===== src/sv/r2p_pkg.sv =====
`default_nettype none

package r2p_pkg;

   // Width of each input component and of the magnitude.
   localparam int SAMPLE_WIDTH  = 16;
   // Requested number of CORDIC micro-rotations.
   localparam int CORDIC_STAGES = 16;
   localparam int ATAN_ENTRIES  = 24;
   localparam int GUARD_BITS    = 24;
   localparam int PHASE_WIDTH   = 16;
   localparam int ANGLE_WIDTH   = 32;

   // Micro-rotations actually built: the arctangent table has 24 entries.
   localparam int CORDIC_USED = (CORDIC_STAGES > ATAN_ENTRIES) ? ATAN_ENTRIES : CORDIC_STAGES;
   // The square root yields one result bit per step.
   localparam int SQRT_STEPS  = SAMPLE_WIDTH;
   localparam int CELL_COUNT  = (CORDIC_USED > SQRT_STEPS) ? CORDIC_USED : SQRT_STEPS;
   localparam int IDX_WIDTH   = (CELL_COUNT > 1) ? $clog2(CELL_COUNT) : 1;

   // x and y carry the sample scaled by 2^GUARD_BITS plus room for the
   // quadrant fold and the CORDIC gain.
   localparam int XY_WIDTH    = SAMPLE_WIDTH + GUARD_BITS + 3;
   localparam int RAD_WIDTH   = 2 * SAMPLE_WIDTH;
   localparam int ROOT_WIDTH  = SAMPLE_WIDTH;
   localparam int REM_WIDTH   = SAMPLE_WIDTH + 2;

   localparam logic [ANGLE_WIDTH-1:0] QUARTER_POS = 32'h4000_0000;
   localparam logic [ANGLE_WIDTH-1:0] QUARTER_NEG = 32'hC000_0000;
   localparam logic [ANGLE_WIDTH-1:0] PHASE_HALF  = 32'h0000_8000;

   // atan(2^-i) in units of pi/2^31, rounded to nearest.
   localparam logic [ANGLE_WIDTH-1:0] ATAN_TABLE [ATAN_ENTRIES] = '{
      32'd536870912, 32'd316933406, 32'd167458907, 32'd85004756,
      32'd42667331,  32'd21354465,  32'd10679838,  32'd5340245,
      32'd2670163,   32'd1335087,   32'd667544,    32'd333772,
      32'd166886,    32'd83443,     32'd41722,     32'd20861,
      32'd10430,     32'd5215,      32'd2608,      32'd1304,
      32'd652,       32'd326,       32'd163,       32'd81
   };

   // Everything one cell hands to the next.
   typedef struct packed {
      logic                         zero;
      logic signed [XY_WIDTH-1:0]   x;
      logic signed [XY_WIDTH-1:0]   y;
      logic [ANGLE_WIDTH-1:0]       z;
      logic [RAD_WIDTH-1:0]         rad;
      logic [REM_WIDTH-1:0]         rem;
      logic [ROOT_WIDTH-1:0]        root;
   } cell_data_type;

   function automatic logic [ANGLE_WIDTH-1:0] atan_entry(input int idx);
      logic [ANGLE_WIDTH-1:0] result;
      result = '0;
      if (idx < ATAN_ENTRIES) begin
         result = ATAN_TABLE[idx];
      end
      return result;
   endfunction

endpackage

`default_nettype wire


===== src/sv/r2p_back.sv =====
`default_nettype none

module r2p_back (
   input  wire logic                                   clock,
   input  wire logic                                   reset,
   input  wire logic                                   advance,
   input  wire logic                                   in_valid,
   input  wire r2p_pkg::cell_data_type                 in_data,
   output      logic                                   out_valid,
   output      logic [r2p_pkg::SAMPLE_WIDTH-1:0]       magnitude,
   output      logic signed [r2p_pkg::PHASE_WIDTH-1:0] phase
);
   import r2p_pkg::*;

   logic                          valid_ff, valid_in;
   logic [SAMPLE_WIDTH-1:0]       mag_ff, mag_in;
   logic signed [PHASE_WIDTH-1:0] phase_ff, phase_in;
   logic [ANGLE_WIDTH-1:0]        z_rounded;
   logic                          round_up;

   always_comb begin
      valid_in  = in_valid;
      // The floor root rounds up when the remainder exceeds it.
      round_up  = in_data.rem > REM_WIDTH'(in_data.root);
      mag_in    = SAMPLE_WIDTH'(in_data.root) + SAMPLE_WIDTH'(round_up);
      z_rounded = in_data.z + PHASE_HALF;
      phase_in  = z_rounded[ANGLE_WIDTH-1 -: PHASE_WIDTH];
      if (in_data.zero) begin
         phase_in = '0;
      end
   end

   always_ff @(posedge clock) begin
      if (reset) begin
         valid_ff <= 1'b0;
      end else if (advance) begin
         valid_ff <= valid_in;
      end
   end

   always_ff @(posedge clock) begin
      if (advance) begin
         mag_ff   <= mag_in;
         phase_ff <= phase_in;
      end
   end

   assign out_valid = valid_ff;
   assign magnitude = mag_ff;
   assign phase     = phase_ff;

endmodule

`default_nettype wire


===== config.mk =====
export PLATFORM = sky130hd
export DESIGN_NAME = r2p_back
export DESIGN_NICKNAME = d
export VERILOG_FILES = /design/src/sv/r2p_pkg.sv /design/src/sv/r2p_back.sv
export SDC_FILE = /design/constraint.sdc
export NUM_CORES = 1
export LEC_CHECK = 0
export ABC_AREA = 1
export BUFFER_PORTS_ARGS = -buffer_cell sky130_fd_sc_hd__buf_4
export CORE_MARGIN = 3
export CORE_UTILIZATION = 32
export CTS_BUF_LIST = sky130_fd_sc_hd__clkbuf_16
export CTS_CLUSTER_DIAMETER = 100
export DETAILED_ROUTE_END_ITERATION = 6
export GPL_TIMING_DRIVEN = 0
export PLACE_DENSITY = 0.78
export SLEW_MARGIN = 10
export SYNTH_ARGS = -nofsm -noshare
export SYNTH_HDL_FRONTEND = slang
export SYNTH_SLANG_ARGS = --single-unit

===== constraint.sdc =====
create_clock -name clock -period 2 [get_ports clock]
set_input_delay 0.1 -clock clock [delete_from_list [all_inputs] [get_ports clock]]
set_output_delay 0.1 -clock clock [all_outputs]
set_load 0.02 [all_outputs]

Word level (Yosys, flattened, before mapping)

Index checks and enable logic that the tools add are counted.
W data, S select, Z words.

Add/sub/neg operators: 2
Magnitude comparators: 1

Operators by type and width:

| kind                     | number |
|---|---|
| $add A32 B16 Y32 const B | 1 |
| $gt A18 B16 Y1           | 1 |
| $add A16 B1 Y16          | 1 |

Output and inout port bits: 33
Flip-flop bits (word level): 33

Longest topological paths before layout

Depth after elaboration: 2
Mapped depth: 16
Mapped depth without buffers: 16

Worst setup path after synthesis

No wires, ideal clock.

Path kind: input port to flip-flop
Start point: input in_data[9] (netlist name)
End point: register mag_ff[14] (netlist: magnitude[14]), data pin
Data arrival time: 1.830 ns
Data required time: 1.740 ns
Slack: -0.090 ns
Stages: 14
Setup time: 0.260 ns
Cell sequence: inv_1 -> ha_1 -> nand2_1 -> nor2_1 -> nand3_1 -> nand3_1 -> nand2_1 -> a21oi_1 -> ha_1 -> ha_1 -> nand3_2 -> nand3b_1 -> nor2_1 -> xor2_1

Longest elaborated chain between the ends: 2

Ends and longest elaborated chain:

| item                 | RTL line       | source |
|---|---|---|
| from (decl)          | r2p_back.sv:8  | `input wire r2p_pkg::cell_data_type in_data,` |
| $gt A18 B16 Y1       | r2p_back.sv:24 | `round_up = in_data.rem > REM_WIDTH'(in_data.root);` |
| $add A16 B1 Y16 *    | r2p_back.sv:25 | `mag_in = SAMPLE_WIDTH'(in_data.root) + SAMPLE_WIDTH'(round_up);` |
| net mag_in[14]       | r2p_back.sv:16 | `logic [SAMPLE_WIDTH-1:0] mag_ff, mag_in;` |
| to (signal assigned) | r2p_back.sv:43 | `mag_ff <= mag_in;` |
| to (decl)            | r2p_back.sv:16 |  |

The timed path passes the listed nets; every way through them passes the cells marked *.
A chain may end at the register's enable or synchronous reset.

Worst setup path after layout

Start point: input in_data[7] (netlist name)
End point: register mag_ff[14] (netlist: magnitude[14]), data pin

Same word-level chain as after synthesis.

==> run_summary.xml <==
<?xml version="1.0" encoding="UTF-8"?>
<metrics>
  <group name="power_and_ir_drop">
    <metric name="power.share.sequential" unit="">0.396</metric>
    <metric name="power.total" unit="µW">2130</metric>
    <metric name="comb_power_share" unit="">0.271</metric>
    <metric name="power_density" unit="nW/µm²">612</metric>
    <metric name="vdd.ir_drop.worst" unit="V">0.000302</metric>
    <metric name="internal_power_summed_over_all_cells" unit="µW">1540</metric>
    <metric name="p_clk_frac" unit="">0.333</metric>
    <metric name="total_leakage_power" unit="µW">0.00157</metric>
    <metric name="switching_share" unit="">0.277</metric>
    <metric name="total_switching_power" unit="µW">591</metric>
  </group>
  <group name="layout">
    <metric name="areaGrowthSynthToFinish" unit="%">59.9</metric>
    <metric name="layout.nets" unit="">566</metric>
    <metric name="final_util" unit="">0.539</metric>
    <metric name="stdcell_area" unit="µm²">3480</metric>
    <metric name="antenna-diode-count" unit="">0</metric>
    <metric name="drive_above_1_share" unit="">0.440</metric>
  </group>
  <group name="synthesis">
    <metric name="synth-seq-area-share" unit="">0.450</metric>
    <metric name="synthSimpleGateAreaFrac" unit="">0.254</metric>
    <metric name="post_synth_xor_area_fraction" unit="">0.0603</metric>
    <metric name="synth.mux.area_fraction" unit="">0.00460</metric>
    <metric name="synth_top_family_by_area" unit="">simple AND/OR/NAND/NOR gates</metric>
    <metric name="yosys.area.top_type_share" unit="">0.441</metric>
    <metric name="mappedNetlistArea" unit="µm²">2180</metric>
    <metric name="yosys-top-cells-area" unit="">sky130_fd_sc_hd__edfxtp_1, sky130_fd_sc_hd__ha_1, sky130_fd_sc_hd__nand2_1, sky130_fd_sc_hd__inv_1, sky130_fd_sc_hd__xor2_1</metric>
    <metric name="syn-mean-instance-area" unit="µm²">8.86</metric>
    <metric name="yosysWarnings" unit="">0</metric>
    <metric name="synth_compound_gate_area_share" unit="">0.0540</metric>
    <metric name="ys_seq_elements" unit="">33</metric>
    <metric name="synth.largest_area_cell" unit="">sky130_fd_sc_hd__edfxtp_1</metric>
    <metric name="post_synth_num_cell_types" unit="">24</metric>
    <metric name="mapped_nets" unit="">454</metric>
    <metric name="yosys.area_share.adder" unit="">0.109</metric>
    <metric name="syn-instance-count" unit="">246</metric>
  </group>
  <group name="route">
    <metric name="route.antenna.remaining_nets" unit="">0</metric>
    <metric name="vias" unit="">2175</metric>
    <metric name="routed_via_density" unit="">4.99</metric>
    <metric name="drt_wl_total" unit="mm">7.24</metric>
    <metric name="post_detailed_route_wirelength_per_cell" unit="µm">16.6</metric>
    <metric name="drt_iter0_drc" unit="">93</metric>
    <metric name="drc_errors" unit="">0</metric>
    <metric name="detail_route.first_pass.iterations" unit="">4</metric>
  </group>
  <group name="die">
    <metric name="die_height" unit="µm">88.5</metric>
    <metric name="die_outline_area" unit="µm²">7830</metric>
    <metric name="initial_core_util" unit="">0.337</metric>
    <metric name="die_span_in_x" unit="µm">88.5</metric>
    <metric name="std_cell_rows" unit="">29</metric>
    <metric name="fp.coreArea" unit="µm²">6460</metric>
    <metric name="ios" unit="">222</metric>
  </group>
  <group name="clock_network">
    <metric name="cts.sinks" unit="">33</metric>
    <metric name="numCtsBuffers" unit="">5</metric>
    <metric name="clk_pin_slew_worst_paths" unit="ns">0.06</metric>
    <metric name="cts_root_buffer" unit="">sky130_fd_sc_hd__clkbuf_16</metric>
    <metric name="cts_max_level" unit="">2</metric>
    <metric name="insertion_delay" unit="ns">0.27</metric>
    <metric name="clk_path_buf_depth" unit="">2</metric>
    <metric name="cts_tree" unit="">done</metric>
  </group>
  <group name="job">
    <metric name="maxCapViolations" unit="">0</metric>
  </group>
  <group name="global_routing">
    <metric name="antenna_found_initial" unit="">0</metric>
    <metric name="grt_pass1_vias" unit="">2222</metric>
    <metric name="grt_pass1_wl" unit="mm">10.7</metric>
    <metric name="grt_start_max_net_pins" unit="">34</metric>
    <metric name="gr-usage-all-layers" unit="">0.182</metric>
    <metric name="grt-ovfl-total" unit="">0</metric>
  </group>
  <group name="sta">
    <metric name="maxSlewViolCount" unit="">0</metric>
    <metric name="finalWorstPathRequiredPeriod" unit="ns">2.13</metric>
    <metric name="max_freq" unit="GHz">0.469</metric>
    <metric name="max-slew-margin-rel" unit="">0.703</metric>
    <metric name="grt_setup_unrepaired" unit="">true</metric>
    <metric name="worst-slew-pin-transition" unit="ns">0.443</metric>
    <metric name="hold_slack" unit="ns">0.0655</metric>
    <metric name="timing.final.setup_violations" unit="">6</metric>
    <metric name="finalHoldViolations" unit="">0</metric>
    <metric name="final.period_utilization" unit="">1.07</metric>
    <metric name="finalClockSkew" unit="ns">0</metric>
    <metric name="worst_slack_setup_final" unit="ns">-0.133</metric>
  </group>
  <group name="worst_hold_path">
    <metric name="hold_path.class" unit="">primary input to flop</metric>
    <metric name="timing.hold.worst.start" unit="">in_valid</metric>
    <metric name="worst_hold_path.num_cells" unit="">3</metric>
    <metric name="min_to" unit="">out_valid$_SDFFE_PP0P_</metric>
  </group>
  <group name="setup_path">
    <metric name="reg2reg_from" unit="">out_valid$_SDFFE_PP0P_</metric>
    <metric name="critical_path_peak_fanout" unit="">5</metric>
    <metric name="critPathKind" unit="">primary input to flop</metric>
    <metric name="worst_endpoint_data_arrival_time" unit="ns">2.16</metric>
    <metric name="crit_path_start_kind" unit="">primary input</metric>
    <metric name="worst_setup_slack_for_register_to_register_paths" unit="ns">1.42</metric>
    <metric name="critical_path_required" unit="ns">2.02</metric>
    <metric name="endpoint_kind" unit="">flop</metric>
    <metric name="capture_point_of_the_worst_reg_to_reg_path" unit="">out_valid$_SDFFE_PP0P_</metric>
    <metric name="rr_worst_depth" unit="">2</metric>
  </group>
  <group name="placed_design">
    <metric name="post-place-ws" unit="ns">-0.413</metric>
    <metric name="dp_hpwl" unit="mm">5.00</metric>
    <metric name="placement.cell_area" unit="µm²">2960</metric>
    <metric name="port_buffers" unit="">87</metric>
    <metric name="finalWeightedCongestion" unit="">0.867</metric>
  </group>
  <group name="status">
    <metric name="status" unit="">finished with violations</metric>
    <metric name="violations" unit="">setup timing</metric>
  </group>
</metrics>
==> per-layer routing <==
metal	track usage	vias up	share of wire
li1	-	1046	-
met1	0.189	1008	0.35
met2	0.315	101	0.49
met3	0.0978	20	0.13
met4	0.0604	0	0.031
met5	0	-	0
==> power by group through the flow <==
stage / sequential, µW / clock [µW] / combinational [µW]
final: 844 / 708 / 578
after global routing: 850 / 763 / 629
after CTS: 845 / 727 / 532
after detailed placement: 856 / 0 / 469
after global placement: 857 / 0 / 454
after floorplan: 931 / 0 / 141
==> synth_stat cells <==
cell                       count
sky130_fd_sc_hd__clkbuf_1      1
sky130_fd_sc_hd__nor2_1       26
sky130_fd_sc_hd__and3_1        1
sky130_fd_sc_hd__nor4_1        1
sky130_fd_sc_hd__o21ai_0       6
sky130_fd_sc_hd__a21oi_1      16
sky130_fd_sc_hd__nor3_2        2
sky130_fd_sc_hd__nand3b_1      1
sky130_fd_sc_hd__dfxtp_1       1
sky130_fd_sc_hd__xor2_1       15
sky130_fd_sc_hd__nand3_2       3
sky130_fd_sc_hd__ha_1         19
sky130_fd_sc_hd__a21o_1        1
sky130_fd_sc_hd__mux2i_1       1
sky130_fd_sc_hd__nor2_2        2
sky130_fd_sc_hd__edfxtp_1     32
sky130_fd_sc_hd__nand3_1       8
sky130_fd_sc_hd__nand4_1       7
sky130_fd_sc_hd__nand2_2       2
sky130_fd_sc_hd__inv_1        38
sky130_fd_sc_hd__nand2_1      50
sky130_fd_sc_hd__nor3b_1       1
sky130_fd_sc_hd__nor3_1       10
sky130_fd_sc_hd__nor3_4        2
==> sequential cells by signal, indices dropped and copies added (netlist names) <==
signal	cells
magnitude	16
out_valid	1
phase	16
==> cells in the final DEF, fill, tap and decap left out, drive strengths merged <==
cell type / count
nor3b: 1
xor2: 15
clkinvlp: 3
dfxtp: 1
and3: 1
dlygate4sd3: 1
nor4: 1
nand4: 7
buf: 104
clkbuf: 6
inv: 36
nand3: 11
a21oi: 16
nor3: 14
ha: 19
edfxtp: 32
nor2: 28
nand3b: 1
nand2: 52
mux2i: 1
clkinv: 2
a21o: 1
o21ai: 6
==> stage by stage <==
| step | std cells | setup TNS [ns] |
|---|---|---|
| after detailed placement | 410 | -3.87 |
| after floorplan | 246 | -0.0284 |
| after global routing | 436 | -1.44 |
| after global placement | 410 | -3.43 |
| after CTS | 432 | 0 |
| final | 436 | -0.481 |
==> worst max-delay path, cell delays in order <==
cell                         delay (ns)
sky130_fd_sc_hd__buf_8             0.08
sky130_fd_sc_hd__clkinvlp_4        0.11
sky130_fd_sc_hd__ha_4              0.31
sky130_fd_sc_hd__nand2_1           0.06
sky130_fd_sc_hd__a21oi_1           0.18
sky130_fd_sc_hd__nor2_1            0.11
sky130_fd_sc_hd__nand3_2           0.09
sky130_fd_sc_hd__nand2_2           0.06
sky130_fd_sc_hd__a21oi_4           0.15
sky130_fd_sc_hd__ha_4              0.19
sky130_fd_sc_hd__ha_4              0.15
sky130_fd_sc_hd__nand3_4           0.10
sky130_fd_sc_hd__nand3b_1          0.23
sky130_fd_sc_hd__nor2_2            0.16
sky130_fd_sc_hd__xor2_1            0.08
==> cells by family (layout without fill, tap and decap cells) <==
family,after synthesis,count (layout)
buf+inv,39,152
mux,1,1
xor+xnor,15,15
simple gates,116,116
compound gates,23,23
fa+ha+maj,19,19
flops,33,33
==> layout make-up <==
type	instances	area, µm²
fillers	559	2980
multi-input cells	174	1300
flip-flops and latches	33	981
repair buffers	105	810
inverters	38	156
clock buffers	5	125
well taps	77	96.3
clock inverters	3	13.8
plain buffers	1	3.75
==> timing repair <==
item,CTS,global route
buffers inserted,13,4
hold endpoints to repair,1,0
pin swaps,18,19
resized for setup,31,16
hold buffers,1,0
setup endpoints to repair,9,11
==> worst max-delay path by stage <==
stage,to,start,slack [ns],cells past startpoint
3_3_place_gp,magnitude[15]$_DFFE_PP_,in_data[9],-0.38,14
4_1_cts,magnitude[13]$_DFFE_PP_,in_data[7],0.003,14
3_5_place_dp,magnitude[15]$_DFFE_PP_,in_data[9],-0.41,14
6_report,magnitude[14]$_DFFE_PP_,in_data[7],-0.13,15
5_1_grt,magnitude[14]$_DFFE_PP_,in_data[7],-0.23,15
2_1_floorplan,magnitude[14]$_DFFE_PP_,in_data[3],-0.02,14
Note: power is estimated with default switching activity, not from simulation.
