===== src/sv/r2p_pkg.sv =====
`default_nettype none

package r2p_pkg;

   // Width of each input component and of the magnitude.
   localparam int SAMPLE_WIDTH  = 16;
   // Requested number of CORDIC micro-rotations.
   localparam int CORDIC_STAGES = 16;
   localparam int ATAN_ENTRIES  = 24;
   localparam int GUARD_BITS    = 24;
   localparam int PHASE_WIDTH   = 16;
   localparam int ANGLE_WIDTH   = 32;

   // Micro-rotations actually built: the arctangent table has 24 entries.
   localparam int CORDIC_USED = (CORDIC_STAGES > ATAN_ENTRIES) ? ATAN_ENTRIES : CORDIC_STAGES;
   // The square root yields one result bit per step.
   localparam int SQRT_STEPS  = SAMPLE_WIDTH;
   localparam int CELL_COUNT  = (CORDIC_USED > SQRT_STEPS) ? CORDIC_USED : SQRT_STEPS;
   localparam int IDX_WIDTH   = (CELL_COUNT > 1) ? $clog2(CELL_COUNT) : 1;

   // x and y carry the sample scaled by 2^GUARD_BITS plus room for the
   // quadrant fold and the CORDIC gain.
   localparam int XY_WIDTH    = SAMPLE_WIDTH + GUARD_BITS + 3;
   localparam int RAD_WIDTH   = 2 * SAMPLE_WIDTH;
   localparam int ROOT_WIDTH  = SAMPLE_WIDTH;
   localparam int REM_WIDTH   = SAMPLE_WIDTH + 2;

   localparam logic [ANGLE_WIDTH-1:0] QUARTER_POS = 32'h4000_0000;
   localparam logic [ANGLE_WIDTH-1:0] QUARTER_NEG = 32'hC000_0000;
   localparam logic [ANGLE_WIDTH-1:0] PHASE_HALF  = 32'h0000_8000;

   // atan(2^-i) in units of pi/2^31, rounded to nearest.
   localparam logic [ANGLE_WIDTH-1:0] ATAN_TABLE [ATAN_ENTRIES] = '{
      32'd536870912, 32'd316933406, 32'd167458907, 32'd85004756,
      32'd42667331,  32'd21354465,  32'd10679838,  32'd5340245,
      32'd2670163,   32'd1335087,   32'd667544,    32'd333772,
      32'd166886,    32'd83443,     32'd41722,     32'd20861,
      32'd10430,     32'd5215,      32'd2608,      32'd1304,
      32'd652,       32'd326,       32'd163,       32'd81
   };

   // Everything one cell hands to the next.
   typedef struct packed {
      logic                         zero;
      logic signed [XY_WIDTH-1:0]   x;
      logic signed [XY_WIDTH-1:0]   y;
      logic [ANGLE_WIDTH-1:0]       z;
      logic [RAD_WIDTH-1:0]         rad;
      logic [REM_WIDTH-1:0]         rem;
      logic [ROOT_WIDTH-1:0]        root;
   } cell_data_type;

   function automatic logic [ANGLE_WIDTH-1:0] atan_entry(input int idx);
      logic [ANGLE_WIDTH-1:0] result;
      result = '0;
      if (idx < ATAN_ENTRIES) begin
         result = ATAN_TABLE[idx];
      end
      return result;
   endfunction

endpackage

`default_nettype wire


===== src/sv/r2p_front.sv =====
`default_nettype none

module r2p_front (
   input  wire logic                                    clock,
   input  wire logic                                    reset,
   input  wire logic                                    advance,
   input  wire logic                                    in_valid,
   input  wire logic signed [r2p_pkg::SAMPLE_WIDTH-1:0] real_part,
   input  wire logic signed [r2p_pkg::SAMPLE_WIDTH-1:0] imag_part,
   output      logic                                    out_valid,
   output      r2p_pkg::cell_data_type                  out_data
);
   import r2p_pkg::*;

   // First stage: squares and quadrant fold.
   logic                         s1_valid_ff, s1_valid_in;
   logic [RAD_WIDTH-1:0]         s1_sq_re_ff, s1_sq_re_in;
   logic [RAD_WIDTH-1:0]         s1_sq_im_ff, s1_sq_im_in;
   logic signed [XY_WIDTH-1:0]   s1_x_ff, s1_x_in;
   logic signed [XY_WIDTH-1:0]   s1_y_ff, s1_y_in;
   logic [ANGLE_WIDTH-1:0]       s1_z_ff, s1_z_in;
   logic                         s1_zero_ff, s1_zero_in;

   // Second stage: radicand sum, first word of the chain.
   logic                         s2_valid_ff, s2_valid_in;
   cell_data_type                s2_data_ff, s2_data_in;

   logic signed [RAD_WIDTH-1:0]  prod_re;
   logic signed [RAD_WIDTH-1:0]  prod_im;
   logic signed [XY_WIDTH-1:0]   re_ext;
   logic signed [XY_WIDTH-1:0]   im_ext;

   always_comb begin
      prod_re = RAD_WIDTH'(real_part) * RAD_WIDTH'(real_part);
      prod_im = RAD_WIDTH'(imag_part) * RAD_WIDTH'(imag_part);
      re_ext  = XY_WIDTH'(real_part) <<< GUARD_BITS;
      im_ext  = XY_WIDTH'(imag_part) <<< GUARD_BITS;

      s1_valid_in = in_valid;
      s1_sq_re_in = prod_re;
      s1_sq_im_in = prod_im;
      s1_zero_in  = (real_part == '0) && (imag_part == '0);
      s1_x_in     = re_ext;
      s1_y_in     = im_ext;
      s1_z_in     = '0;
      // Fold the left half plane into the right one by a quarter turn.
      if (real_part < 0) begin
         if (imag_part >= 0) begin
            s1_x_in = im_ext;
            s1_y_in = -re_ext;
            s1_z_in = QUARTER_POS;
         end else begin
            s1_x_in = -im_ext;
            s1_y_in = re_ext;
            s1_z_in = QUARTER_NEG;
         end
      end

      s2_valid_in     = s1_valid_ff;
      s2_data_in.zero = s1_zero_ff;
      s2_data_in.x    = s1_x_ff;
      s2_data_in.y    = s1_y_ff;
      s2_data_in.z    = s1_z_ff;
      s2_data_in.rad  = s1_sq_re_ff + s1_sq_im_ff;
      s2_data_in.rem  = '0;
      s2_data_in.root = '0;
   end

   always_ff @(posedge clock) begin
      if (reset) begin
         s1_valid_ff <= 1'b0;
         s2_valid_ff <= 1'b0;
      end else if (advance) begin
         s1_valid_ff <= s1_valid_in;
         s2_valid_ff <= s2_valid_in;
      end
   end

   always_ff @(posedge clock) begin
      if (advance) begin
         s1_sq_re_ff <= s1_sq_re_in;
         s1_sq_im_ff <= s1_sq_im_in;
         s1_x_ff     <= s1_x_in;
         s1_y_ff     <= s1_y_in;
         s1_z_ff     <= s1_z_in;
         s1_zero_ff  <= s1_zero_in;
         s2_data_ff  <= s2_data_in;
      end
   end

   assign out_valid = s2_valid_ff;
   assign out_data  = s2_data_ff;

endmodule

`default_nettype wire


===== config.mk =====
export PLATFORM = sky130hd
export DESIGN_NAME = r2p_front
export DESIGN_NICKNAME = d
export VERILOG_FILES = /design/src/sv/r2p_pkg.sv /design/src/sv/r2p_front.sv
export SDC_FILE = /design/constraint.sdc
export NUM_CORES = 1
export LEC_CHECK = 0
export ABC_AREA = 1
export BUFFER_PORTS_ARGS = -buffer_cell sky130_fd_sc_hd__buf_4
export CORE_MARGIN = 5
export CORE_UTILIZATION = 60
export CTS_CLUSTER_DIAMETER = 50
export DETAILED_ROUTE_END_ITERATION = 7
export PLACE_DENSITY = 0.91
export SYNTH_ARGS = -nofsm -noshare
export SYNTH_HDL_FRONTEND = slang
export SYNTH_SLANG_ARGS = --single-unit

===== constraint.sdc =====
create_clock -name clock -period 14.4 [get_ports clock]
set_input_delay 0.72 -clock clock [delete_from_list [all_inputs] [get_ports clock]]
set_output_delay 0.72 -clock clock [all_outputs]
set_load 0.1 [all_outputs]

# Yosys cells after proc, flatten, opt, wreduce, memory -nomap -nowiden

Cells that the tools add are included.

Register bits: 336
Input port bits: 36
Logic and storage cells: 33

Add/sub/neg operators: 3
Multipliers: 2
Magnitude comparators: 2
Multiplexer cells: 5
Bitwise gates (word level): 1
Reduce and logical (&&, ||, !) cells: 5

Operators with widths:

| cell                                                               | number |
|---|---|
| 2-to-1 mux 43 bit                                                  | 4 |
| negation 40 -> 43 bit                                              | 2 |
| multiplier 16 x 16 -> 32 bit                                       | 2 |
| adder 32 bit                                                       | 1 |
| zero test 16 bit                                                   | 2 |
| 2-to-1 mux 32 bit                                                  | 1 |
| greater-or-equal comparator 16 x 1 -> 1 bit, second input constant | 1 |
| < comparator 16 x 1 -> 1 bit, second input constant                | 1 |
| AND reduction 2 bit                                                | 1 |
| OR reduction 2 bit                                                 | 1 |
| logical AND 1 bit                                                  | 1 |
| NOT 1 bit                                                          | 1 |

# Depth between registers and ports, before layout

Gate-level depths: netlist (run 1).

Depth after elaboration: 3
Gate-level depth with buffers: 27
Gate-level depth less buffers: 26

# Worst setup path before layout (run 1)

OpenSTA, ideal clock, no wires.

Path kind: in2reg
Start: in real_part[15] (netlist bit)
End: reg s1_sq_re_ff[31], data pin
Arrival time: 5859 ps
Required time: 14148 ps
Setup slack: 8289 ps
Stages: 23
Path buffers: 3
Cells stage by stage: buf_2 > buf_2 > buf_2 > nand2_1 > inv_1 > fa_1 > fa_1 > fa_1 > fa_1 > inv_1 > fa_1 > fa_1 > inv_1 > ha_1 > nand2_1 > nor2_1 > nand2_1 > nor3_1 > nand2_1 > inv_1 > nor2_1 > nand2_1 > nand2_1

Cells in the longest elaborated chain, start to end: 1

RTL lines:

| element                      | line            | text |
|---|---|---|
| from (decl)                  | r2p_front.sv:8  | `input wire logic signed [r2p_pkg::SAMPLE_WIDTH-1:0] real_part,` |
| multiplier 16 x 16 -> 32 bit | r2p_front.sv:34 | `prod_re = RAD_WIDTH'(real_part) * RAD_WIDTH'(real_part);` |
| named net prod_re[31]        | r2p_front.sv:28 | `logic signed [RAD_WIDTH-1:0] prod_re;` |
| to (signal assigned)         | r2p_front.sv:81 | `s1_sq_re_ff <= s1_sq_re_in;` |
| to (decl)                    | r2p_front.sv:17 | `logic [RAD_WIDTH-1:0] s1_sq_re_ff, s1_sq_re_in;` |

The timed path passes the listed nets, and every way through them passes these cells.
A chain may end at the register's enable or synchronous reset.

# Worst setup path after layout (run 1)

Start: in real_part[15] (netlist bit)
End: reg s1_sq_re_ff[22], data pin

Same word-level chain as after synthesis.

==> flow_metrics.env, run 1 <==
export IMPL_status="finished clean"
export IMPL_grt_pass1_vias=24019
export IMPL_ys_flop_type="edfxtp_1"
export IMPL_antenna_found_initial=0
export IMPL_die_width_um=231
export IMPL_final_common_cell="inv_1"
export IMPL_period_share_pct=43.8
export IMPL_drive_gt1_share_pct=4.99
export IMPL_final_area_mm2=0.0307
export IMPL_grt_max_degree=105
export IMPL_synth_edf_count=176
export IMPL_gp_congestion=0.982
export IMPL_design_die_area_mm2=0.0533
export IMPL_clk_latency_ns=0.49
export IMPL_routed_wirelength_um=72100
export IMPL_cp_max_fo=52
export IMPL_worstHoldPathCells=2
export IMPL_async_flop_share_pct=0
export IMPL_core_area_mm2=0.0486
export IMPL_yosysSeqAreaShare_pct=18.2
export IMPL_dpl_cell_count=4238
export IMPL_detail_route_antenna_nets=0
export IMPL_root_buffer="clkbuf_16"
export IMPL_min_path_type="input port to flop"
export IMPL_hold_violations=0
export IMPL_fin_tns_setup_ns=0
export IMPL_vias=22642
export IMPL_synthTopCellsByArea="fa_1, edfxtp_1, inv_1"
export IMPL_row_count=81
export IMPL_ys_seq_elements=178
export IMPL_relSlewSlack_pct=20.0
export IMPL_htreeDepth=4
export IMPL_cts_buffers=17
export IMPL_place_hpwl_um=59300
export IMPL_drt_iter0_drc=1994
export IMPL_die_h_um=231
export IMPL_holdBufCountCts=0
export IMPL_io_pins=222
export IMPL_start_util_pct=60.2
export IMPL_setup_slack_ns=8.09
export IMPL_syn_area_mm2=0.0293
export IMPL_synthDominantCellAreaShare_pct=32.1
export IMPL_final_cell_mix="inv_1, nand2_1, fa_1"
export IMPL_cts_resized=0
export IMPL_worstPathRequired_ns=14.65
export IMPL_dpl_instance_area_mm2=0.0301
export IMPL_fmax_ghz=0.158
export IMPL_port_buffers=109
export IMPL_cts_setup_buffers=0
export IMPL_end_kind="flop"
export IMPL_via_per_inst=5.30
export IMPL_drc=0
export IMPL_setup_viol=0
export IMPL_cts_clk_slew_worst_paths_ns=0.08
export IMPL_rsz0062_at_grt="no"
export IMPL_synth_area_per_cell_um2=8.17
export IMPL_routedWlPerCell_um=16.9
export IMPL_crit_path_start_kind="input port"
export IMPL_worstMarginPinSlew_ns=1.20
export IMPL_final_cells=4270
export IMPL_syn_to_final_growth_pct=4.87
export IMPL_skew_ns=0.0134
export IMPL_dp_slack_ns=7.71
export IMPL_grt_overflow=0
export IMPL_worstSetupPathType="input port to flop"
export IMPL_grt_first_pass_wirelength_um=118000
export IMPL_ys_types=48
export IMPL_rr_worst_depth=11
export IMPL_tritoncts="yes"
export IMPL_synth_area_leader_cell="fa_1"
export IMPL_drt_first_pass_iters=8
export IMPL_period_minus_slack_ns=6.31
export IMPL_drv_slew=0
export IMPL_cp_arrival_ns=6.56
export IMPL_insertedDiodeCount=0
export IMPL_syn_inst=3585
export IMPL_nNetsFinal=4355
export IMPL_drv_cap=0
export IMPL_clockBufferDepth=2
export IMPL_cts_sinks=178
export IMPL_synth_warnings=0
export IMPL_track_usage_pct=27.9
-- registers in the layout, indices dropped and copies added (netlist names) --
signal	cells
out_valid	1
s1_valid_ff	1
s1_sq_im_ff	31
s1_z_ff	2
s1_x_ff	19
out_data	73
s1_sq_re_ff	31
s1_zero_ff	1
s1_y_ff	19
-- metal layers --
layer | vias up | track usage (%) | wire [um]
met2 | 1201 | 46.2 | 33800
met5 | - | 0 | 0
met1 | 10750 | 35.3 | 27500
li1 | 10419 | - | -
met4 | 0 | 12.6 | 3570
met3 | 272 | 6.32 | 7160
-- cell type report --
class / instances / area (um^2)
clock buffer: 18 / 429
clock inverter: 14 / 173
inverter: 998 / 3750
tap: 622 / 778
timing repair buffer: 110 / 832
multi-input combinational: 2330 / 19400
fill: 3822 / 17900
sequential: 178 / 5330
-- worst paths after layout --
path                  startpoint               to  slack [ns]
setup / recovery   real_part[15]  s1_sq_re_ff[22]        8.09
hold / removal             reset        out_valid        0.40
setup reg to reg  s1_sq_re_ff[2]     out_data[60]       12.22
hold reg to reg       s1_zero_ff    out_data[184]        0.41
-- cells in the mapped netlist (60+ instances only) --
library cell and count:
inv_1 994, nand2_1 902, fa_1 469, ha_1 215, edfxtp_1 176, nor2_1 162
buf_4 112, nand3_1 109, a21oi_1 76, xor2_1 67, o21ai_0 60
-- metrics by stage --
step / hold WS [ns] / util, %
6_report: 0.397 / 63.1
5_1_grt: 0.382 / 63.1
4_1_cts: 0.371 / 63.1
3_5_place_dp: 0.405 / 61.9
3_3_place_gp: 0.401 / 61.9
2_1_floorplan: 0.400 / -
-- kinds of logic (layout without fill, tap and decap cells) --
group,Yosys count,count (layout),share of synthesized area (%)
other,1,115,0.0128
buffers and inverters,1191,1140,16.9
DFF,178,178,18.2
adders and majority gates,684,684,41.2
xor gates and xnor gates,79,79,2.36
and+or+nand+nor,1274,1274,17.8
AOI/OAI and AO/OA,178,178,3.43
-- worst max-delay path: stages --
cell and delay, ns:
buf_4 0.45, inv_2 0.44, nor2_1 0.30, xnor2_1 0.11, ha_1 0.29, inv_1 0.05
fa_1 0.47, inv_1 0.05, fa_1 0.46, fa_1 0.52, fa_1 0.55, inv_1 0.06
fa_1 0.53, inv_1 0.04, ha_1 0.35, nand2_1 0.12, nor2_1 0.20, inv_1 0.08
nor2_1 0.26, nand4_1 0.19, nand3_1 0.15, nand2_1 0.06, inv_1 0.05, nor2_1 0.03
Power of run 1 is left out: the tool's default activity adds up to more than one toggle a clock period on the data nets, which glitch-free logic cannot reach.
==> run 2, diff against run 1 <==
- CORE_UTILIZATION: 60 -> 57
- PLACE_DENSITY: 0.91 -> 0.9
- clock period: 14.4 -> 5.5 ns (I/O delays scaled with it)
==> run 2 against run 1 <==
Effect of this change: first-iteration DRC count is 3.8% higher; largest cell class unchanged; routed wire length is 5.6% higher; global-route usage is 0.14 points lower.
==> flow_metrics.env, run 2 (synthesis gave the netlist of run 1 again) <==
export IMPL_die_width_um=237
export IMPL_final_common_cell="inv_1"
export IMPL_status="finished clean"
export IMPL_skew_ns=0.0148
export IMPL_track_usage_pct=27.8
export IMPL_routedWlPerCell_um=16.8
export IMPL_via_per_inst=5.24
export IMPL_min_path_type="input port to flop"
export IMPL_row_count=83
export IMPL_worstMarginPinSlew_ns=1.07
export IMPL_drt_first_pass_iters=6
export IMPL_slowest_stage="fa_1"
export IMPL_gp_congestion=0.988
export IMPL_hold_violations=0
export IMPL_end_kind="flop"
export IMPL_design_die_area_mm2=0.0560
export IMPL_clk_latency_ns=0.48
export IMPL_grt_max_degree=94
export IMPL_drc=0
export IMPL_crit_family="adder cells"
export IMPL_largest_reg_flops=73
export IMPL_cts_sinks=178
export IMPL_rsz0062_at_grt="no"
export IMPL_worstSetupPathType="input port to flop"
export IMPL_cts_setup_buffers=0
export IMPL_r2r_start="s1_sq_re_ff[26]"
export IMPL_detail_route_antenna_nets=0
export IMPL_cp_max_fo=16
export IMPL_period_share_pct=96.0
export IMPL_drv_slew=0
export IMPL_insertedDiodeCount=0
export IMPL_worstHoldPathCells=3
export IMPL_root_buffer="clkbuf_16"
export IMPL_critical_path_buf_inv_count=8
export IMPL_fmax_ghz=0.189
export IMPL_core_area_mm2=0.0511
export IMPL_nNetsFinal=4547
export IMPL_vias=23680
export IMPL_grt_overflow=0
export IMPL_cp_arrival_ns=5.50
export IMPL_fin_util_pct=63.2
export IMPL_antenna_found_initial=0
export IMPL_rr_worst_depth=8
export IMPL_crit_path_start_kind="input port"
export IMPL_cpPeakStageDelay_ns=0.52
export IMPL_hold_start="in_valid"
export IMPL_crit_path_frequent_cell="fa_1"
export IMPL_setup_viol=0
export IMPL_port_buffers=109
export IMPL_syn_to_final_growth_pct=10.3
export IMPL_grt_pass1_vias=25144
export IMPL_period_minus_slack_ns=5.28
export IMPL_cts_clk_slew_worst_paths_ns=0.07
export IMPL_die_h_um=237
export IMPL_ff2ff_setup_slack_ns=3.33
export IMPL_drive_gt1_share_pct=10.0
export IMPL_htreeDepth=4
export IMPL_holdPathEnd="s1_valid_ff"
export IMPL_relSlewSlack_pct=28.6
export IMPL_io_pins=222
export IMPL_cts_buffers=17
export IMPL_drt_iter0_drc=2070
export IMPL_grt_first_pass_wirelength_um=125000
export IMPL_start_util_pct=57.3
export IMPL_r2r_end="out_data[65]"
export IMPL_drv_cap=0
export IMPL_final_cell_mix="inv_1, nand2_1, fa_1"
export IMPL_tritoncts="yes"
export IMPL_clockBufferDepth=2
export IMPL_worstPathRequired_ns=5.72
export IMPL_place_hpwl_um=64200
export IMPL_path_cells="buf_4 -> nand2_1 -> buf_4 -> fa_1 -> inv_1 -> fa_1 -> fa_1 -> fa_1 -> fa_1 -> inv_1 -> fa_1 -> inv_1 -> ha_1 -> nand2_1 -> buf_4 -> nor2_1 -> inv_1 -> nor3_1 -> buf_4 -> nand3_1 -> nand4_1 -> nand2_1"
export IMPL_routed_wirelength_um=76100
==> run 2: layout make-up <==
cell class	count	area (um^2)
clock buffers	17	425
clock inverters	15	170
inverters	998	3750
multi-input cells	2330	19500
well taps	680	851
fillers	3955	18800
flip-flops and latches	178	5330
repair buffers	302	2330
==> run 2: how the worst max path moves through the flow <==
stage                   from         endpoint  slack, ns  cells past startpoint
2_1_floorplan  real_part[15]  s1_sq_re_ff[31]     -0.004                     23
3_3_place_gp   real_part[10]  s1_sq_re_ff[22]      -0.17                     24
3_5_place_dp   imag_part[15]  s1_sq_im_ff[28]      -0.19                     19
4_1_cts         real_part[8]  s1_sq_re_ff[25]       0.26                     24
5_1_grt        real_part[10]  s1_sq_re_ff[25]       0.01                     24
6_report       real_part[15]  s1_sq_re_ff[25]       0.22                     22
==> run 2: metrics by stage <==
| stage | setup TNS (ns) | instance area, um^2 | instances | setup slack, ns | hold WS, ns |
|---|---|---|---|---|---|
| after floorplan | -0.00393 | 29700 | 3699 | -0.00393 | 0.344 |
| final | 0 | 32300 | 4520 | 0.219 | 0.0598 |
| after detailed placement | -2.99 | 31700 | 4487 | -0.194 | 0.405 |
| after global routing | 0 | 32300 | 4520 | 0.0110 | 0.0530 |
| after global placement | -0.595 | 31700 | 4487 | -0.167 | 0.401 |
| after CTS | 0 | 32300 | 4520 | 0.264 | 0.0445 |
==> run 2: worst reg2reg max path, delay by kind of cell (launching register included) <==
family	cells	cell delay [ns]
adder cells (fa/ha/maj)	1	0.46
flip-flops	1	0.49
AND/OR/NAND/NOR	7	0.96
==> run 2: timing repair <==
| action | in CTS | in global routing |
|---|---|---|
| gates resized for setup | 0 | 9 |
| hold buffers | 1 | 0 |
| hold endpoints to repair | 2 | 0 |
| setup endpoints to repair | 0 | 6 |
==> run 2: metal layers <==
| metal | part of all wire [%] | global-route usage [%] |
|---|---|---|
| met1 | 37 | 33.8 |
| met4 | 5.2 | 12.9 |
| met5 | 0 | 0 |
| met2 | 48 | 47.5 |
| met3 | 9.4 | 5.95 |
Power of run 2 is left out for the same reason.
