[src/sv/r2p_pkg.sv]
`default_nettype none

package r2p_pkg;

   // Width of each input component and of the magnitude.
   localparam int SAMPLE_WIDTH  = 16;
   // Requested number of CORDIC micro-rotations.
   localparam int CORDIC_STAGES = 16;
   localparam int ATAN_ENTRIES  = 24;
   localparam int GUARD_BITS    = 24;
   localparam int PHASE_WIDTH   = 16;
   localparam int ANGLE_WIDTH   = 32;

   // Micro-rotations actually built: the arctangent table has 24 entries.
   localparam int CORDIC_USED = (CORDIC_STAGES > ATAN_ENTRIES) ? ATAN_ENTRIES : CORDIC_STAGES;
   // The square root yields one result bit per step.
   localparam int SQRT_STEPS  = SAMPLE_WIDTH;
   localparam int CELL_COUNT  = (CORDIC_USED > SQRT_STEPS) ? CORDIC_USED : SQRT_STEPS;
   localparam int IDX_WIDTH   = (CELL_COUNT > 1) ? $clog2(CELL_COUNT) : 1;

   // x and y carry the sample scaled by 2^GUARD_BITS plus room for the
   // quadrant fold and the CORDIC gain.
   localparam int XY_WIDTH    = SAMPLE_WIDTH + GUARD_BITS + 3;
   localparam int RAD_WIDTH   = 2 * SAMPLE_WIDTH;
   localparam int ROOT_WIDTH  = SAMPLE_WIDTH;
   localparam int REM_WIDTH   = SAMPLE_WIDTH + 2;

   localparam logic [ANGLE_WIDTH-1:0] QUARTER_POS = 32'h4000_0000;
   localparam logic [ANGLE_WIDTH-1:0] QUARTER_NEG = 32'hC000_0000;
   localparam logic [ANGLE_WIDTH-1:0] PHASE_HALF  = 32'h0000_8000;

   // atan(2^-i) in units of pi/2^31, rounded to nearest.
   localparam logic [ANGLE_WIDTH-1:0] ATAN_TABLE [ATAN_ENTRIES] = '{
      32'd536870912, 32'd316933406, 32'd167458907, 32'd85004756,
      32'd42667331,  32'd21354465,  32'd10679838,  32'd5340245,
      32'd2670163,   32'd1335087,   32'd667544,    32'd333772,
      32'd166886,    32'd83443,     32'd41722,     32'd20861,
      32'd10430,     32'd5215,      32'd2608,      32'd1304,
      32'd652,       32'd326,       32'd163,       32'd81
   };

   // Everything one cell hands to the next.
   typedef struct packed {
      logic                         zero;
      logic signed [XY_WIDTH-1:0]   x;
      logic signed [XY_WIDTH-1:0]   y;
      logic [ANGLE_WIDTH-1:0]       z;
      logic [RAD_WIDTH-1:0]         rad;
      logic [REM_WIDTH-1:0]         rem;
      logic [ROOT_WIDTH-1:0]        root;
   } cell_data_type;

   function automatic logic [ANGLE_WIDTH-1:0] atan_entry(input int idx);
      logic [ANGLE_WIDTH-1:0] result;
      result = '0;
      if (idx < ATAN_ENTRIES) begin
         result = ATAN_TABLE[idx];
      end
      return result;
   endfunction

endpackage

`default_nettype wire

[src/sv/r2p_cell.sv]
`default_nettype none

module r2p_cell (
   input  wire logic                              clock,
   input  wire logic                              reset,
   input  wire logic                              advance,
   input  wire logic [r2p_pkg::IDX_WIDTH-1:0]     idx,
   input  wire logic                              in_valid,
   input  wire r2p_pkg::cell_data_type            in_data,
   output      logic                              out_valid,
   output      r2p_pkg::cell_data_type            out_data
);
   import r2p_pkg::*;

   logic           valid_ff, valid_in;
   cell_data_type  data_ff, data_in;

   logic signed [XY_WIDTH-1:0]  dx;
   logic signed [XY_WIDTH-1:0]  dy;
   logic [ANGLE_WIDTH-1:0]      angle;
   logic [REM_WIDTH+1:0]        rem_wide;
   logic [REM_WIDTH+1:0]        trial;

   always_comb begin
      data_in  = in_data;
      valid_in = in_valid;

      dx    = in_data.y >>> idx;
      dy    = in_data.x >>> idx;
      angle = atan_entry(int'(idx));

      // One micro-rotation that drives y toward zero.
      if (int'(idx) < CORDIC_USED) begin
         if (in_data.y >= 0) begin
            data_in.x = in_data.x + dx;
            data_in.y = in_data.y - dy;
            data_in.z = in_data.z + angle;
         end else begin
            data_in.x = in_data.x - dx;
            data_in.y = in_data.y + dy;
            data_in.z = in_data.z - angle;
         end
      end

      // One digit of the restoring square root: bring down two radicand bits.
      rem_wide = {in_data.rem, in_data.rad[RAD_WIDTH-1 -: 2]};
      trial    = {2'b00, in_data.root, 2'b01};
      if (int'(idx) < SQRT_STEPS) begin
         data_in.rad = in_data.rad << 2;
         if (rem_wide >= trial) begin
            data_in.rem  = REM_WIDTH'(rem_wide - trial);
            data_in.root = {in_data.root[ROOT_WIDTH-2:0], 1'b1};
         end else begin
            data_in.rem  = REM_WIDTH'(rem_wide);
            data_in.root = {in_data.root[ROOT_WIDTH-2:0], 1'b0};
         end
      end
   end

   always_ff @(posedge clock) begin
      if (reset) begin
         valid_ff <= 1'b0;
      end else if (advance) begin
         valid_ff <= valid_in;
      end
   end

   always_ff @(posedge clock) begin
      if (advance) begin
         data_ff <= data_in;
      end
   end

   assign out_valid = valid_ff;
   assign out_data  = data_ff;

endmodule

`default_nettype wire

[config.mk]
export PLATFORM = sky130hd
export DESIGN_NAME = r2p_cell
export DESIGN_NICKNAME = d
export VERILOG_FILES = /design/src/sv/r2p_pkg.sv /design/src/sv/r2p_cell.sv
export SDC_FILE = /design/constraint.sdc
export NUM_CORES = 1
export LEC_CHECK = 0
export ABC_AREA = 1
export BUFFER_PORTS_ARGS = -buffer_cell sky130_fd_sc_hd__buf_4
export CORE_ASPECT_RATIO = 0.5
export CORE_MARGIN = 1.5
export CORE_UTILIZATION = 30
export CTS_BUF_LIST = sky130_fd_sc_hd__clkbuf_8
export CTS_CLUSTER_SIZE = 28
export DETAILED_ROUTE_END_ITERATION = 10
export MAX_ROUTING_LAYER = met4
export PLACE_DENSITY = 0.5
export SETUP_SLACK_MARGIN = 0.15
export SYNTH_ARGS = -nofsm -noshare
export SYNTH_HDL_FRONTEND = slang
export SYNTH_SLANG_ARGS = --single-unit
[constraint.sdc]
create_clock -name clock -period 6.2 [get_ports clock]
set_input_delay 0.31 -clock clock [delete_from_list [all_inputs] [get_ports clock]]
set_output_delay 0.31 -clock clock [all_outputs]
set_load 0.01 [all_outputs]
==> Yosys cells after proc, flatten, opt, wreduce, memory -nomap -nowiden <==
Memories as Yosys holds them, arrays and structs flattened.
Index checks and enable logic that the tools add are counted.
{ "totals": {"reg_bits": 184, "rom_bits": 1024, "inputBits": 193, "mem_count": 1} }
{ "memory_table": {"columns": ["memory", "words", "width", "rd", "rd_ports_with_merged_regs", "write_ports", "line", "source"], "rows": [
  ["(no name shown)", 32, 32, 1, 0, 0, "r2p_pkg.sv:57", "result = ATAN_TABLE[idx];"]
]} }
{ "classes": {"addsub": 7, "order_cmp": 3, "shift": 2, "mux": 4, "bitwise_logic": 1} }
{ "op_table": {"columns": ["operator", "n"], "rows": [
  ["$mux W118", 1],
  ["$add A43 B43 Y43", 2],
  ["$sshr A43 B4 Y43", 2],
  ["$sub A43 B43 Y43", 2],
  ["$mux W32", 2],
  ["$ge A43 B1 Y1 const B", 1],
  ["$mux W34", 1],
  ["$add A32 B32 Y32", 1],
  ["$ge A32 B6 Y1 const B", 1],
  ["$not A4 Y32", 1],
  ["$sub A32 B32 Y32", 1],
  ["$ge A20 B18 Y1", 1],
  ["$sub A18 B18 Y18", 1]
]} }

==> Depth between registers and ports, before layout <==
Gate-level depths: netlist (run 1).
{ "logic_depth": {"ltp_word": 6, "mapped_depth": 33, "mapped_depth_nobuf": 30} }

==> Least setup slack after synthesis (run 1) <==
No wires, ideal clock.
{ "synth_path": {"path_kind": "input port to flip-flop", "start": "input port idx[0] in the netlist's numbering", "end": "register data_ff, in the netlist out_data[95], data pin", "setup_time_ps": 260, "t_arrival_ps": 3959, "setup_slack_ps": 1981, "cell_stages": 30, "n_path_buf": 4, "cell_sequence": "buf_6 > inv_2 > buf_6 > buf_6 > buf_6 > ha_1 > o21ai_1 > inv_1 > o21ai_1 > o21ai_0 > inv_1 > ha_1 > inv_1 > nor3_1 > nand3b_1 > nor2_1 > nand3b_1 > nand2_4 > xnor2_1 > inv_1 > ha_1 > nand2_1 > nor4_1 > nand3_1 > nand4_1 > nand2_1 > nand2_1 > nand2_1 > nand2_1 > xor2_1"} }
{ "synth_lines": {"columns": ["element", "line", "source"], "rows": [
  ["start: declaration", "r2p_cell.sv:7", "input wire logic [r2p_pkg::IDX_WIDTH-1:0] idx,"],
  ["end signal: assignment", "r2p_cell.sv:70", "data_ff <= data_in;"],
  ["end: declaration", "r2p_cell.sv:16", "cell_data_type data_ff, data_in;"]
]} }

==> results.sh, run 1 <==
export IMPL_final_common_cell="sky130_fd_sc_hd__nand2_1"
export IMPL_core_area_mm2=0.07097
export IMPL_power_leakage_nw=12.35
export IMPL_async_flop_share_pct=0
export IMPL_drt_pass1_iterations=7
export IMPL_power_total_w=0.005966
export IMPL_critical_path_startpoint="idx[0]"
export IMPL_setup_worst_path_start_class="input pin"
export IMPL_io_pins=379
export IMPL_final_core_util_pct=37.01
export IMPL_ys_flop_type="sky130_fd_sc_hd__edfxtp_1"
export IMPL_post_synth_main_area_contributors="sky130_fd_sc_hd__edfxtp_1, sky130_fd_sc_hd__nand2_1, sky130_fd_sc_hd__nand3_1"
export IMPL_cts_buffers=17
export IMPL_wire_per_inst_um=18.96
export IMPL_path_clk_slew_ns=0.13
export IMPL_synthCells=3240
export IMPL_path_max_fanout=36
export IMPL_final_period_utilization_pct=77.71
export IMPL_status="completed"
export IMPL_maxClockFrequency_mhz=207.5
export IMPL_synth_largest_area_cell="sky130_fd_sc_hd__edfxtp_1"
export IMPL_fin_setup_tns_ns=0
export IMPL_worst_setup_path_category="in2reg"
export IMPL_tightest_slew_ns=1.055
export IMPL_grt_start_max_net_pins=74
export IMPL_hold_path_class="in2reg"
export IMPL_place_hpwl_um=72380
export IMPL_fraction_of_layout_instances_using_a_drive_strength_above_1_pct=14.70
export IMPL_time_the_worst_path_needs_with_i_o_delays_and_setup_ns=4.818
export IMPL_die_width_um=381.7
export IMPL_setup_repair_after_global_routing_missed_its_margin="false"
export IMPL_grt_pass1_wl_um=129700
export IMPL_crit_path_end_kind="flop"
export IMPL_finalWorstSetupSlack_ns=1.382
export IMPL_power_density_mw_per_mm2=227.1
export IMPL_wl_um=87210
export IMPL_cts_htree_levels=4
export IMPL_row_count=69
export IMPL_crit_arrival_ns=5.18
export IMPL_syn2layout_area_growth_pct=22.14
export IMPL_data_required_time_of_the_worst_path_ns=6.56
export IMPL_edff_count_synth=183
export IMPL_number_of_antenna_violations_at_the_first_check_in_global_routing=2
export IMPL_timing_rr_start="out_valid"
export IMPL_maxCapViolations=0
export IMPL_max_slew_vio_count=0
export IMPL_drt_drc_violations_left=0
export IMPL_globalRoute_totalOverflow=0
export IMPL_postRouteAntennaNets=0
export IMPL_fp_dieArea_mm2=0.07340
export IMPL_final_setup_viol_count=0
export IMPL_hold_ws_ns=0.08814
export IMPL_holdCritStartpoint="in_data[99]"
export IMPL_cts_tree="yes"
export IMPL_drt_initial_drc_count=2039
export IMPL_initial_utilization_pct=30.31
export IMPL_final_setup_skew_ns=0
export IMPL_number_of_buffers_on_the_longest_clock_path=2
export IMPL_clk_latency_ns=0.60
export IMPL_seq_area_frac_synth_pct=25.64
export IMPL_fp_dieH_um=192.3
export IMPL_rrSetupSlack_ns=5.04
export IMPL_commonest_non_fill_non_tap_cells_in_the_layout="sky130_fd_sc_hd__nand2_1, sky130_fd_sc_hd__nand3_1, sky130_fd_sc_hd__buf_4"
export IMPL_number_of_distinct_library_cells_after_synthesis=51
export IMPL_synth_warning_count=0
export IMPL_timing_slew_headroom_pct=29.41
export IMPL_syn_avg_cell_area_um2=6.638
export IMPL_cts_root_buffer_cell="sky130_fd_sc_hd__clkbuf_8"
export IMPL_nets=3972
export IMPL_grt_pass1_vias=22050
export IMPL_synthesized_flop_and_latch_total=184
export IMPL_dr_total_vias=23250
export IMPL_via_per_inst=5.055
export IMPL_post_place_ws_ns=0.8702
export IMPL_irDropWorstVdd_uv=117.4
export IMPL_finalWeightedCongestion=0.9734
export IMPL_synthesis_area_mm2=0.02151
export IMPL_post_synth_top_area_fraction_pct=25.55
export IMPL_global_route_usage_total_pct=23.86
export IMPL_cts_resized=0
export IMPL_hold_violations=0
export IMPL_numClockSinks=184
export IMPL_port_buffers=376
## worst paths after layout
check                   to  depth (start not counted)
min           out_data[99]                          2
max          out_data[170]                         28
min reg2reg      out_valid                          3
max reg2reg      out_valid                          3
## report_power, final
part	leakage [nW]	internal (W)	switching, W
clock	0.195	0.000307	0.000574
combinational	10.4	0.00121	0.00205
sequential	1.80	0.00175	0.0000821
## kinds of logic (layout without fill, tap and decap cells)
group / Yosys count / count (layout) / share of synthesized area, %
compound gates: 441 / 441 / 11.62
xor+xnor: 204 / 204 / 8.308
flops: 184 / 184 / 25.64
fa+ha+maj: 153 / 153 / 9.006
other cells: 1 / 4 / 0.01744
buf+inv: 407 / 805 / 7.772
simple gates: 1849 / 1849 / 37.59
mux: 1 / 1 / 0.04654
## metrics by stage
stage | instances | cell area [um2]
floorplan | 3241 | 21510
global placement | 4497 | 25170
detailed placement | 4497 | 25170
CTS | 4597 | 26260
global route | 4599 | 26270
finish | 4599 | 26270
## synthesized netlist by cell type, drive strengths merged (2+ instances only)
cell    count
a21boi     11
a21o       19
a21oi     168
a221oi      2
a31oi      27
and3        3
buf        78
clkbuf     19
edfxtp    183
fa          3
ha        150
inv       310
nand2     969
nand3     497
nand3b     10
nand4      40
nor2      288
nor3       30
nor4        8
o211ai     11
o21a       11
o21ai     168
o21bai     12
o221ai      5
o31ai       4
or2         3
xnor2      60
xor2      144
## area by class of cell
class | instances | area [um2]
clock inverters | 15 | 175.2
inverters | 310 | 1164
repair buffers | 463 | 3652
clock buffers | 17 | 234.0
diodes | 2 | 5.005
fillers | 7727 | 44700
well taps | 958 | 1199
flip-flops and latches | 184 | 5515
multi-input cells | 2650 | 14320
## worst max-delay path, stage by stage
cell and delay [ns]:
sky130_fd_sc_hd__buf_4 0.30, sky130_fd_sc_hd__inv_2 0.25, sky130_fd_sc_hd__buf_4 0.33, sky130_fd_sc_hd__nand2_1 0.13
sky130_fd_sc_hd__nand3_1 0.10, sky130_fd_sc_hd__nand3_1 0.14, sky130_fd_sc_hd__nand2_1 0.08, sky130_fd_sc_hd__nand2_1 0.08
sky130_fd_sc_hd__nand3_1 0.12, sky130_fd_sc_hd__inv_1 0.10, sky130_fd_sc_hd__ha_1 0.17, sky130_fd_sc_hd__nand3_1 0.09
sky130_fd_sc_hd__nor2_2 0.25, sky130_fd_sc_hd__nand2_2 0.15, sky130_fd_sc_hd__nor2_4 0.20, sky130_fd_sc_hd__nand3_1 0.09
sky130_fd_sc_hd__nand2_1 0.08, sky130_fd_sc_hd__xnor2_1 0.12, sky130_fd_sc_hd__inv_1 0.06, sky130_fd_sc_hd__ha_1 0.37
sky130_fd_sc_hd__nand2_1 0.11, sky130_fd_sc_hd__nor2_1 0.23, sky130_fd_sc_hd__nand2_1 0.11, sky130_fd_sc_hd__nor4_1 0.65
sky130_fd_sc_hd__a21oi_1 0.23, sky130_fd_sc_hd__inv_1 0.10, sky130_fd_sc_hd__a21oi_1 0.07, sky130_fd_sc_hd__xnor2_1 0.15
## registers in the layout (all words and copies together), names as in the netlist
signal and flops:
out_valid 1, out_data 183
## per-layer routing
metal	up-vias	wire, um	track usage (%)
met3	97	5353	3.030
met5	-	0	-
met4	0	1878	6.181
met1	10730	42040	33.37
met2	780	37930	36.25
li1	11640	-	-
## timing repair
item                      4_1_cts  5_1_grt
setup buffers                   0        0
hold buffers                   68        0
hold endpoints to repair       67        0
Power figures use the tool's default switching activity.
==> run 2: changes to the inputs <==
==> constraint.sdc (replaced) <==
create_clock -name clock -period 4.68 [get_ports clock]
set_input_delay 0.234 -clock clock [delete_from_list [all_inputs] [get_ports clock]]
set_output_delay 0.234 -clock clock [all_outputs]
set_load 0.01 [all_outputs]
==> run 2 against run 1 <==
Compared with the run above: first-iteration DRC count shrank 9.4%; hold slack gained 0.035 ns; utilization increased by 2.9 points; via count increased by 4.1%; clock skew unchanged; setup slack worse by 0.95 ns; sequential power up 32%; final area is 7.9% higher; cell count increased by 6.0%; largest power group unchanged; non-clock buffer count rose by 272.
==> results.sh, run 2 (synthesis results as in run 1) <==
export IMPL_status="completed"
export IMPL_hold_ws_ns=0.1230
export IMPL_postRouteAntennaNets=0
export IMPL_maxCapViolations=0
export IMPL_wire_per_inst_um=18.92
export IMPL_syn2layout_area_growth_pct=31.81
export IMPL_wl_met1_um=45750
export IMPL_nets=4244
export IMPL_setup_repair_after_global_routing_missed_its_margin="false"
export IMPL_critPathMaxStageDelay_ns=0.56
export IMPL_final_common_cell="sky130_fd_sc_hd__nand2_1"
export IMPL_global_route_usage_total_pct=25.19
export IMPL_commonest_non_fill_non_tap_cells_in_the_layout="sky130_fd_sc_hd__nand2_1, sky130_fd_sc_hd__buf_4, sky130_fd_sc_hd__nand3_1"
export IMPL_core_area_mm2=0.07097
export IMPL_path_max_fanout=5
export IMPL_wl_um=92260
export IMPL_setup_worst_path_start_class="input pin"
export IMPL_hold_violations=0
export IMPL_clk_latency_ns=0.57
export IMPL_wl_met3_um=5118
export IMPL_number_of_buffers_inserted_to_repair_setup_after_cts=0
export IMPL_crit_arrival_ns=4.63
export IMPL_finalNonFillerCells=4876
export IMPL_row_count=69
export IMPL_cts_buffers=17
export IMPL_time_the_worst_path_needs_with_i_o_delays_and_setup_ns=4.245
export IMPL_port_buffers=376
export IMPL_largest_register_ff_count=183
export IMPL_path_clk_slew_ns=0.12
export IMPL_grt_pass1_vias=22910
export IMPL_cts_htree_levels=4
export IMPL_family_with_the_most_delay_on_the_worst_path="simple AND/OR/NAND/NOR gates"
export IMPL_placed_cells=4766
export IMPL_drt_initial_drc_count=1847
export IMPL_final_core_util_pct=39.95
export IMPL_finalWeightedCongestion=0.9495
export IMPL_power_leakage_nw=13.69
export IMPL_power_density_mw_per_mm2=296.6
export IMPL_hold_path_class="in2reg"
export IMPL_crit_path_end_kind="flop"
export IMPL_via_per_inst=4.965
export IMPL_drt_drc_violations_left=0
export IMPL_tightest_slew_ns=0.9395
export IMPL_maxClockFrequency_mhz=235.6
export IMPL_fraction_of_layout_instances_using_a_drive_strength_above_1_pct=20.46
export IMPL_irDropWorstVdd_uv=188.6
export IMPL_io_pins=379
export IMPL_grt_start_max_net_pins=99
export IMPL_final_setup_skew_ns=0
export IMPL_timing_slew_headroom_pct=37.37
export IMPL_final_setup_viol_count=0
export IMPL_numClockSinks=184
export IMPL_data_required_time_of_the_worst_path_ns=5.07
export IMPL_cts_root_buffer_cell="sky130_fd_sc_hd__clkbuf_8"
export IMPL_fill_cells=7695
export IMPL_cts_tree="yes"
export IMPL_fp_dieArea_mm2=0.07340
export IMPL_worst_setup_path_category="in2reg"
export IMPL_initial_utilization_pct=30.31
export IMPL_cp_common_cell="sky130_fd_sc_hd__nand2_1"
export IMPL_routed_top_layer="met4"
export IMPL_fin_setup_tns_ns=0
export IMPL_grt_pass1_wl_um=136000
export IMPL_number_of_buffers_on_the_longest_clock_path=2
export IMPL_number_of_antenna_violations_at_the_first_check_in_global_routing=7
export IMPL_die_width_um=381.7
export IMPL_fp_dieH_um=192.3
export IMPL_power_total_w=0.008408
export IMPL_worstPathBufferInverterCount=6
export IMPL_timing_critical_path_slowest_stage_cell="sky130_fd_sc_hd__dlygate4sd3_1"
export IMPL_routed_wl_met2_um=39480
export IMPL_globalRoute_totalOverflow=0
export IMPL_place_hpwl_um=77010
export IMPL_max_slew_vio_count=0
export IMPL_drt_pass1_iterations=6
export IMPL_final_period_utilization_pct=90.70
export IMPL_dr_total_vias=24210
export IMPL_sequential_cell_area_mm2=0.005515
export IMPL_multi_input_comb_area_mm2=0.01433
[run 2: changes by cell type in the layout (fill, tap and decap cells not counted), moves of 3 or more]
cell	previous run	this run
sky130_fd_sc_hd__clkinv_8	4	0
sky130_fd_sc_hd__buf_12	0	5
sky130_fd_sc_hd__buf_4	394	658
sky130_fd_sc_hd__inv_1	299	304
sky130_fd_sc_hd__dlygate4sd3_1	68	71
sky130_fd_sc_hd__inv_8	4	1
sky130_fd_sc_hd__diode_2	2	7
[run 2: stage by stage]
stage,instance area (um2),setup WS [ns]
2_1_floorplan,21510,0.5369
3_3_place_gp,27250,-0.006534
3_5_place_dp,27250,0.05058
4_1_cts,28330,0.5808
5_1_grt,28350,0.1605
6_report,28350,0.4352
[run 2: final timing paths]
kind / start / to / slack (ns) / cells after the start
hold / removal: in_data[97] / out_data[97] / 0.12 / 3
setup / recovery: in_data[99] / out_data[171] / 0.44 / 27
hold reg to reg: out_valid / out_valid / 1.07 / 3
setup reg to reg: out_valid / out_valid / 3.52 / 3
[run 2: metal layers]
metal  track usage [%]  vias to the layer above
met5                 -                        -
met4             6.349                        0
met3             3.240                       94
met2             37.28                      696
met1             36.03                    11240
li1                  -                    12180
[run 2: worst register-to-register path: stages (launching register included)]
cell                            delay, ns
sky130_fd_sc_hd__dfxtp_1             0.32
sky130_fd_sc_hd__mux2i_1             0.12
sky130_fd_sc_hd__nor2_1              0.06
sky130_fd_sc_hd__dlygate4sd3_1       0.55
[run 2: power by group]
part / total [W] / internal, W / switching [W]
logic: 0.00489 / 0.00203 / 0.00285
registers: 0.00242 / 0.00231 / 0.000111
clock network: 0.00110 / 0.000431 / 0.000665
[run 2: timing repair]
action / CTS / global route
setup endpoints to repair: 0 / 3
hold endpoints to repair: 70 / 0
gates resized for setup: 0 / 3
hold buffers: 71 / 0
[run 2: final cells by class]
cell class / count / area share [%]
Antenna cell: 7 / 0.06179
Clock buffer: 18 / 0.8739
Clock inverter: 14 / 0.3972
Inverter: 310 / 4.105
Multi-Input combinational cell: 2650 / 50.54
Sequential cell: 184 / 19.46
Tap cell: 958 / 4.228
Timing Repair Buffer: 735 / 20.33
